## src/rtl/core/trial_division_prime_counter_top_assert.svh

```systemverilog
// assertion macros for the trial division prime counter
// used by the top level only; no other dependencies
`ifndef TRIAL_DIVISION_PRIME_COUNTER_TOP_ASSERT_SVH
`define TRIAL_DIVISION_PRIME_COUNTER_TOP_ASSERT_SVH
`ifndef SYNTHESIS
// condition implies consequence in the same cycle
`define TDPC_ASSERT_IMPLIES(label, clk, rst, ante, cons) \
   label: assert property (@(posedge clk) disable iff (rst) (ante) |-> (cons)) \
      else $error("tdpc same-cycle check failed");
// condition implies consequence in the next cycle
`define TDPC_ASSERT_NEXT(label, clk, rst, ante, cons) \
   label: assert property (@(posedge clk) disable iff (rst) (ante) |=> (cons)) \
      else $error("tdpc next-cycle check failed");
// condition holds at every edge out of reset
`define TDPC_ASSERT_ALWAYS(label, clk, rst, cond) \
   label: assert property (@(posedge clk) disable iff (rst) (cond)) \
      else $error("tdpc invariant failed");
`else
`define TDPC_ASSERT_IMPLIES(label, clk, rst, ante, cons)
`define TDPC_ASSERT_NEXT(label, clk, rst, ante, cons)
`define TDPC_ASSERT_ALWAYS(label, clk, rst, cond)
`endif
`endif

```

## src/rtl/core/tdpc_pkg.sv

```systemverilog
// shared constants and types for the trial division prime counter
// used by the controller, the datapath and the top level
package tdpc_pkg;

   // port widths fixed by the interface
   localparam int CANDIDATE_BITS = 32;
   localparam int OUT_COUNT_BITS = 32;

   // internal sizing
   localparam int VALUE_BITS   = 32;
   localparam int COUNT_BITS   = 32;
   localparam int DIVISOR_BITS = (VALUE_BITS + 1) / 2 + 1;
   localparam int SQUARE_BITS  = VALUE_BITS + 1;
   localparam int STEP_BITS    = $clog2(VALUE_BITS);

   localparam int FIRST_DIVISOR = 2;

   // controller states
   typedef enum logic [2:0] {
      ST_IDLE,
      ST_CHECK,
      ST_DIVIDE,
      ST_NEXT,
      ST_RESULT
   } state_type;

   // controller to datapath
   typedef struct packed {
      logic load;       // capture a new request
      logic start_div;  // begin remainder for current divisor
      logic div_step;   // one remainder bit
      logic advance;    // move to the next divisor
      logic decide;     // latch the verdict
      logic verdict;    // prime flag to latch
      logic emit;       // load the result register
   } cmd_type;

   // datapath to controller
   typedef struct packed {
      logic below_two;  // candidate below two
      logic sq_gt;      // divisor squared exceeds candidate
      logic rem_zero;   // remainder is zero
      logic step_last;  // final remainder bit in progress
      logic out_free;   // result register can take a new result
   } status_type;

endpackage

```

## src/rtl/core/trial_division_prime_counter_top.sv

```systemverilog
// top level of the trial division prime counter
// depends on tdpc_pkg, tdpc_ctrl, tdpc_datapath and the assertion header
//
//   channel | direction | handshake            | payload
//   req     | in        | req_valid/req_ready  | req_candidate[31:0], req_last
//   rsp     | out       | rsp_valid/rsp_ready  | rsp_is_prime, rsp_prime_count[31:0],
//           |           |                      | rsp_set_done
//
// one request at a time; values below four need only the load, check and result steps
// each divisor tried takes a check, 32 steps in the bit-serial remainder unit and an
// advance; a prime near 2^32 tries about 65534 divisors
// a new request is taken while a result waits in the output register
// reset clears the state machine, the running count and the result valid

`include "trial_division_prime_counter_top_assert.svh"

module trial_division_prime_counter_top (
   input  logic                                 clock,
   input  logic                                 reset,
   input  logic                                 req_valid,
   output logic                                 req_ready,
   input  logic [tdpc_pkg::CANDIDATE_BITS-1:0]  req_candidate,
   input  logic                                 req_last,
   output logic                                 rsp_valid,
   input  logic                                 rsp_ready,
   output logic                                 rsp_is_prime,
   output logic [tdpc_pkg::OUT_COUNT_BITS-1:0]  rsp_prime_count,
   output logic                                 rsp_set_done
);
   import tdpc_pkg::*;

   cmd_type    dp_cmd;
   status_type dp_status;
   logic [4:0] cmd_vec;

   // controller
   tdpc_ctrl u_ctrl (
      .clock     (clock),
      .reset     (reset),
      .req_valid (req_valid),
      .req_ready (req_ready),
      .status    (dp_status),
      .cmd       (dp_cmd)
   );

   // datapath
   tdpc_datapath u_datapath (
      .clock           (clock),
      .reset           (reset),
      .req_candidate   (req_candidate),
      .req_last        (req_last),
      .cmd             (dp_cmd),
      .status          (dp_status),
      .rsp_valid       (rsp_valid),
      .rsp_ready       (rsp_ready),
      .rsp_is_prime    (rsp_is_prime),
      .rsp_prime_count (rsp_prime_count),
      .rsp_set_done    (rsp_set_done)
   );

   // checks
   assign cmd_vec = {dp_cmd.load, dp_cmd.start_div, dp_cmd.div_step, dp_cmd.advance,
                     dp_cmd.emit};

   `TDPC_ASSERT_ALWAYS(a_cmd_onehot, clock, reset, $onehot0(cmd_vec))
   `TDPC_ASSERT_NEXT(a_busy_after_req, clock, reset, req_valid && req_ready, !req_ready)
   `TDPC_ASSERT_IMPLIES(a_prime_counted, clock, reset, rsp_valid && rsp_is_prime, rsp_prime_count != '0)

endmodule

```

## src/rtl/core/tdpc_ctrl.sv

```systemverilog
// controller state machine for the trial division prime counter
// depends on tdpc_pkg; drives commands into tdpc_datapath
module tdpc_ctrl (
   input  logic                  clock,
   input  logic                  reset,
   input  logic                  req_valid,
   output logic                  req_ready,
   input  tdpc_pkg::status_type  status,
   output tdpc_pkg::cmd_type     cmd
);
   import tdpc_pkg::*;

   state_type state_ff;
   state_type state_in;

   // state register
   always_ff @(posedge clock) begin
      if (reset) begin
         state_ff <= ST_IDLE;
      end else begin
         state_ff <= state_in;
      end
   end

   // next state and commands
   always_comb begin
      state_in  = state_ff;
      cmd       = '0;
      req_ready = 1'b0;
      case (state_ff)
         ST_IDLE: begin
            req_ready = 1'b1;
            if (req_valid) begin
               cmd.load = 1'b1;
               state_in = ST_CHECK;
            end
         end
         ST_CHECK: begin
            if (status.below_two) begin
               cmd.decide  = 1'b1;
               cmd.verdict = 1'b0;
               state_in    = ST_RESULT;
            end else if (status.sq_gt) begin
               cmd.decide  = 1'b1;
               cmd.verdict = 1'b1;
               state_in    = ST_RESULT;
            end else begin
               cmd.start_div = 1'b1;
               state_in      = ST_DIVIDE;
            end
         end
         ST_DIVIDE: begin
            cmd.div_step = 1'b1;
            if (status.step_last) begin
               state_in = ST_NEXT;
            end
         end
         ST_NEXT: begin
            if (status.rem_zero) begin
               cmd.decide  = 1'b1;
               cmd.verdict = 1'b0;
               state_in    = ST_RESULT;
            end else begin
               cmd.advance = 1'b1;
               state_in    = ST_CHECK;
            end
         end
         ST_RESULT: begin
            if (status.out_free) begin
               cmd.emit = 1'b1;
               state_in = ST_IDLE;
            end
         end
         default: begin
            state_in = ST_IDLE;
         end
      endcase
   end

endmodule

```

## src/rtl/core/tdpc_datapath.sv

```systemverilog
// datapath: candidate, divisor and square registers, bit-serial remainder,
// running count and result register; depends on tdpc_pkg
module tdpc_datapath (
   input  logic                                   clock,
   input  logic                                   reset,
   input  logic [tdpc_pkg::CANDIDATE_BITS-1:0]    req_candidate,
   input  logic                                   req_last,
   input  tdpc_pkg::cmd_type                      cmd,
   output tdpc_pkg::status_type                   status,
   output logic                                   rsp_valid,
   input  logic                                   rsp_ready,
   output logic                                   rsp_is_prime,
   output logic [tdpc_pkg::OUT_COUNT_BITS-1:0]    rsp_prime_count,
   output logic                                   rsp_set_done
);
   import tdpc_pkg::*;

   logic [VALUE_BITS-1:0]   value_ff;
   logic                    last_ff;
   logic [DIVISOR_BITS-1:0] div_ff;
   logic [SQUARE_BITS-1:0]  sq_ff;
   logic [DIVISOR_BITS-1:0] rem_ff;
   logic [DIVISOR_BITS-1:0] rem_in;
   logic [VALUE_BITS-1:0]   shift_ff;
   logic [STEP_BITS-1:0]    step_ff;
   logic                    prime_ff;
   logic [COUNT_BITS-1:0]   count_ff;
   logic [COUNT_BITS-1:0]   count_in;
   logic                    rsp_valid_ff;
   logic                    rsp_prime_ff;
   logic [COUNT_BITS-1:0]   rsp_count_ff;
   logic                    rsp_last_ff;
   logic [DIVISOR_BITS:0]   trial;

   // one restoring step of the remainder
   always_comb begin
      trial = {rem_ff, shift_ff[VALUE_BITS-1]};
      if (trial >= {1'b0, div_ff}) begin
         rem_in = DIVISOR_BITS'(trial - {1'b0, div_ff});
      end else begin
         rem_in = DIVISOR_BITS'(trial);
      end
   end

   // saturating count including the current verdict
   always_comb begin
      count_in = count_ff;
      if (prime_ff && (count_ff != {COUNT_BITS{1'b1}})) begin
         count_in = count_ff + COUNT_BITS'(1);
      end
   end

   // status back to the controller
   always_comb begin
      status.below_two = value_ff < VALUE_BITS'(FIRST_DIVISOR);
      status.sq_gt     = sq_ff > SQUARE_BITS'(value_ff);
      status.rem_zero  = rem_ff == '0;
      status.step_last = step_ff == '0;
      status.out_free  = !rsp_valid_ff || rsp_ready;
   end

   // candidate, divisor and square
   always_ff @(posedge clock) begin
      if (cmd.load) begin
         value_ff <= VALUE_BITS'(req_candidate);
         last_ff  <= req_last;
         div_ff   <= DIVISOR_BITS'(FIRST_DIVISOR);
         sq_ff    <= SQUARE_BITS'(FIRST_DIVISOR * FIRST_DIVISOR);
      end else if (cmd.advance) begin
         div_ff <= div_ff + DIVISOR_BITS'(1);
         sq_ff  <= sq_ff + SQUARE_BITS'({div_ff, 1'b1});
      end
   end

   // bit-serial remainder
   always_ff @(posedge clock) begin
      if (cmd.start_div) begin
         rem_ff   <= '0;
         shift_ff <= value_ff;
         step_ff  <= STEP_BITS'(VALUE_BITS - 1);
      end else if (cmd.div_step) begin
         rem_ff   <= rem_in;
         shift_ff <= {shift_ff[VALUE_BITS-2:0], 1'b0};
         step_ff  <= step_ff - STEP_BITS'(1);
      end
   end

   // verdict
   always_ff @(posedge clock) begin
      if (cmd.decide) begin
         prime_ff <= cmd.verdict;
      end
   end

   // running count, cleared after the closing request
   always_ff @(posedge clock) begin
      if (reset) begin
         count_ff <= '0;
      end else if (cmd.emit) begin
         count_ff <= last_ff ? '0 : count_in;
      end
   end

   // result register
   always_ff @(posedge clock) begin
      if (reset) begin
         rsp_valid_ff <= 1'b0;
      end else if (cmd.emit) begin
         rsp_valid_ff <= 1'b1;
      end else if (rsp_ready) begin
         rsp_valid_ff <= 1'b0;
      end
   end

   always_ff @(posedge clock) begin
      if (cmd.emit) begin
         rsp_prime_ff <= prime_ff;
         rsp_count_ff <= count_in;
         rsp_last_ff  <= last_ff;
      end
   end

   assign rsp_valid       = rsp_valid_ff;
   assign rsp_is_prime    = rsp_prime_ff;
   assign rsp_prime_count = OUT_COUNT_BITS'(rsp_count_ff);
   assign rsp_set_done    = rsp_last_ff;

endmodule

```

## config.mk

```make
export PLATFORM = sky130hd
export DESIGN_NAME = trial_division_prime_counter_top
export DESIGN_NICKNAME = d
export VERILOG_FILES = /design/src/rtl/core/tdpc_pkg.sv /design/src/rtl/core/trial_division_prime_counter_top.sv /design/src/rtl/core/tdpc_ctrl.sv /design/src/rtl/core/tdpc_datapath.sv
export VERILOG_INCLUDE_DIRS = /design/src /design/src/rtl/core
export SDC_FILE = /design/constraint.sdc
export NUM_CORES = 1
export LEC_CHECK = 0
export BUFFER_PORTS_ARGS = -buffer_cell sky130_fd_sc_hd__buf_2
export CORE_MARGIN = 2
export CORE_UTILIZATION = 66
export DETAILED_ROUTE_END_ITERATION = 10
export GPL_ROUTABILITY_DRIVEN = 0
export PLACE_DENSITY = 0.95
export RECOVER_POWER = 100
export SLEW_MARGIN = 20
export SYNTH_ARGS = -nofsm -noshare
export SYNTH_HDL_FRONTEND = slang
export SYNTH_SLANG_ARGS = --single-unit
export TNS_END_PERCENT = 50
```

## constraint.sdc

```tcl
create_clock -name clock -period 5.3 [get_ports clock]
set_input_delay 0.53 -clock clock [delete_from_list [all_inputs] [get_ports clock]]
set_output_delay 0.53 -clock clock [all_outputs]
set_load 0.05 [all_outputs]
```

==> run_results.csv <==
group,metric,value,unit
synthesis,ys_seq_area_share,45.2,%
drt,drt_iter0_markers,1287,
hold_path,whs_path_depth,1,
synthesis,synth-xor-area-share,5.67,%
timing,maxSlewHeadroom,-62.5,%
hold_path,hp-start,"req_candidate[6]",
timing,worstMarginPinSlew,2.44,ns
drt,totalWireLength,28100,um
worst_setup_path,cp_slowest_stage_delay,1.25,ns
synthesis,ys_types,70,
layout,area_delta_synth_final,10.3,%
layout,final_cells,1476,
worst_setup_path,startpoint,"u_datapath.value_ff[28]",
worst_setup_path,worstSetupPathType,"reg -> reg",
clock_network,path_clk_slew,0.06,ns
drt,vias,9649,
clock_network,cts_made_buffers,22,
global_route,grt_pass1_wl,45600,um
synthesis,synth_edf_count,100,
timing,finClkSkew,0.0193,ns
run,drv_cap,3,
power_and_ir_drop,p_per_area,430,nW/um2
hold_path,whs_endpoint,"u_datapath.value_ff[6]",
timing,max_freq,239,MHz
floorplanning,core,17100,um2
synthesis,synth_top_family_by_area,"simple AND/OR/NAND/NOR gates",
drt,routedWlPerCell,19.0,um
worst_setup_path,r2r_cells,11,
global_route,grt_overflow_total,0,
clock_network,h-tree-depth,1,
power_and_ir_drop,vdd_drop_max,0.372,mV
synthesis,synth_compound_area_share,14.3,%
worst_setup_path,start_kind,"register",
placed_design,post-dp-hpwl,18100,um
synthesis,synth_nets,1288,
global_route,grt_max_degree,53,
synthesis,synth_simple_gate_area_share,19.0,%
timing,final-hold-violation-count,0,
clock_network,clockRootBuffer,"clkbuf_16",
timing,worst_slack,1.11,ns
placed_design,place_ws,1.77,ns
worst_setup_path,critPathSlowestCell,"clkbuf_1",
drt,firstDrtPassIters,6,
worst_setup_path,crit_family,"buffers and inverters",
run_status,status,"complete, but fails checks",
clock_network,cts_tree,"yes",
placed_design,dp.cells,1436,
floorplanning,start_util,66.8,%
worst_setup_path,cp_data_arrival_time,4.30,ns
run_status,violations,"max-capacitance violations, max-slew violations",
floorplanning,dieArea,18400,um2
synthesis,ys_ff_latch,208,
synthesis,synth-async-reset-ratio,0,%
worst_setup_path,worstPathRequired,5.41,ns
power_and_ir_drop,leakage,4.83,nW
clock_network,cts_setup_buffers,0,
clock_network,cts_hold_buffers,0,
global_route,grt_pass1_vias,9325,
timing,final.setup.tns,0,ns
floorplanning,rows,48,
clock_network,cts_sinks,208,
floorplanning,floorplan.die.height,136,um
worst_setup_path,rr_endpoint,"u_datapath.shift_ff[25]",
global_route,grt_use_total,30.6,%
worst_setup_path,reg2reg_from,"u_datapath.value_ff[28]",
synthesis,synth.cell_area,11400,um2
drt,postRouteAntennaNets,0,
clock_network,clk_latency,0.52,ns
synthesis,synthCells,1179,
clock_network,ctsResizeCount,0,
layout,layout_commonest_cell,"dfxtp_1",
timing,final.period_utilization,79.1,%
worst_setup_path,r2r_setup_slack,1.11,ns
timing,setup_viol,0,
drt,via_per_inst,6.54,
hold_path,holdCritPathClass,"in -> reg",
timing,layout_min_cycle_time,4.19,ns
clock_network,clk_path_buf_depth,3,
floorplanning,io_pins,73,
floorplanning,die_x,136,um
worst_setup_path,cp_num_buf_inv,3,
synthesis,syn_area_per_cell,9.70,um2
layout,mostFrequentLayoutCells,"dfxtp_1 (108), edfxtp_1 (100), nand2_1 (91), nor2_1 (84), a21oi_1 (75)",
worst_setup_path,path_cells,"inv_1, ha_1, nand3_1, nor4_1, and2_0, nand4_1, o211a_1, nor2_1, nor2_1, inv_1, clkbuf_1",
layout,nets,1344,
synthesis,muxShareOfSynthArea,3.94,%
timing,slew_viol_final,85,
synthesis,yosys.area_share.adder,8.01,%
synthesis,yosysWarnings,0,
drt,drc,0,
global_route,antenna_found_initial,1,
worst_setup_path,worst_setup_path_end_kind,"register",
layout,drive_gt1_share,8.56,%
placed_design,portBuffers,72,
worst_setup_path,crit_path_max_fanout,31,
timing,rsz0062_at_grt,"false",
synthesis,synth_ff_type,"dfxtp_1",
[how the worst max path moves through the flow]
stage          depth (start not counted)  slack (ns)                      end
2_1_floorplan                          6        1.30       u_datapath.last_ff
3_3_place_gp                          10        1.91    u_datapath.rem_ff[12]
3_5_place_dp                          10        1.77     u_datapath.rem_ff[7]
4_1_cts                               10        1.72    u_datapath.rem_ff[11]
5_1_grt                               11        0.83  u_datapath.shift_ff[16]
6_report                              11        1.11  u_datapath.shift_ff[25]
[cell type report]
cell class,instances,area [um2]
Multi-Input combinational cell,854,5780
Fill cell,1108,4500
Clock inverter,9,171
Sequential cell,208,5160
Clock buffer,30,612
Timing Repair Buffer,79,349
Inverter,70,263
Antenna cell,1,2.50
Tap cell,225,282
[cell usage after synthesis, drive strengths merged (4+ instances only)]
cell type | count | area share, %
nand2b | 10 | 0.55
a2111oi | 4 | 0.31
o31ai | 7 | 0.46
nor4b | 20 | 1.7
inv | 69 | 2.3
a211oi | 5 | 0.33
a32o | 4 | 0.35
a21oi | 75 | 3.3
dfxtp | 108 | 19
a22oi | 8 | 0.53
a311oi | 7 | 0.54
xor2 | 28 | 2.1
or3 | 18 | 0.98
nand4 | 32 | 1.9
a21o | 20 | 1.3
o22ai | 7 | 0.38
o21ai | 67 | 2.9
mux2i | 9 | 0.79
ha | 70 | 7.7
clkbuf | 36 | 1.2
a31oi | 16 | 0.88
xnor2 | 46 | 3.5
buf | 11 | 0.44
nand2 | 91 | 3.0
nor2 | 84 | 2.8
and3 | 7 | 0.38
and2 | 8 | 0.44
nand3 | 39 | 1.7
nand3b | 7 | 0.46
or4b | 5 | 0.44
nor2b | 14 | 0.77
a211o | 4 | 0.31
nor3 | 32 | 1.4
mux2 | 32 | 3.2
o21a | 8 | 0.53
and4 | 6 | 0.48
nor4 | 26 | 1.5
o211ai | 8 | 0.53
edfxtp | 100 | 26
[report_power, final]
group          switching (mW)  internal (mW)
Combinational           0.995          0.635
Clock                   0.638           1.05
Sequential              0.171           1.94
[state kept, by name (all words and copies together), names as in the netlist, 3 cells and up]
| name | flops |
|---|---|
| u_datapath.div_ff | 17 |
| u_datapath.shift_ff | 32 |
| u_datapath.sq_ff | 33 |
| u_datapath.count_ff | 32 |
| u_datapath.rsp_prime_count | 32 |
| u_datapath.step_ff | 5 |
| u_ctrl.state_ff | 3 |
| u_datapath.value_ff | 32 |
| u_datapath.rem_ff | 17 |
[stage by stage]
step                util (%)  hold slack [ns]  instance area, um2  power [mW]
finish                  73.7            0.185               12600        5.43
global route            73.7            0.180               12600        5.68
CTS                     74.4            0.181               12700        5.41
detailed placement      69.8            0.448               12000        3.73
global placement        69.8            0.440               12000        3.65
floorplan                  -            0.432               11400        3.35
[routing by layer]
layer	global-route usage [%]	wire (um)
met5	0	0
met4	11.7	1020
met3	4.08	2280
met1	38.9	11100
met2	53.0	13700
[logic make-up (layout without fill, tap and decap cells)]
| group | after synthesis | after routing |
|---|---|---|
| other | 0 | 1 |
| AO/OA/AOI/OAI | 261 | 261 |
| AND/OR/NAND/NOR | 406 | 406 |
| multiplexers | 41 | 41 |
| XOR/XNOR | 74 | 74 |
| flip-flops | 208 | 208 |
| buffers and inverters | 117 | 188 |
| adder cells (fa/ha/maj) | 72 | 72 |
Power figures use the tool's default switching activity.
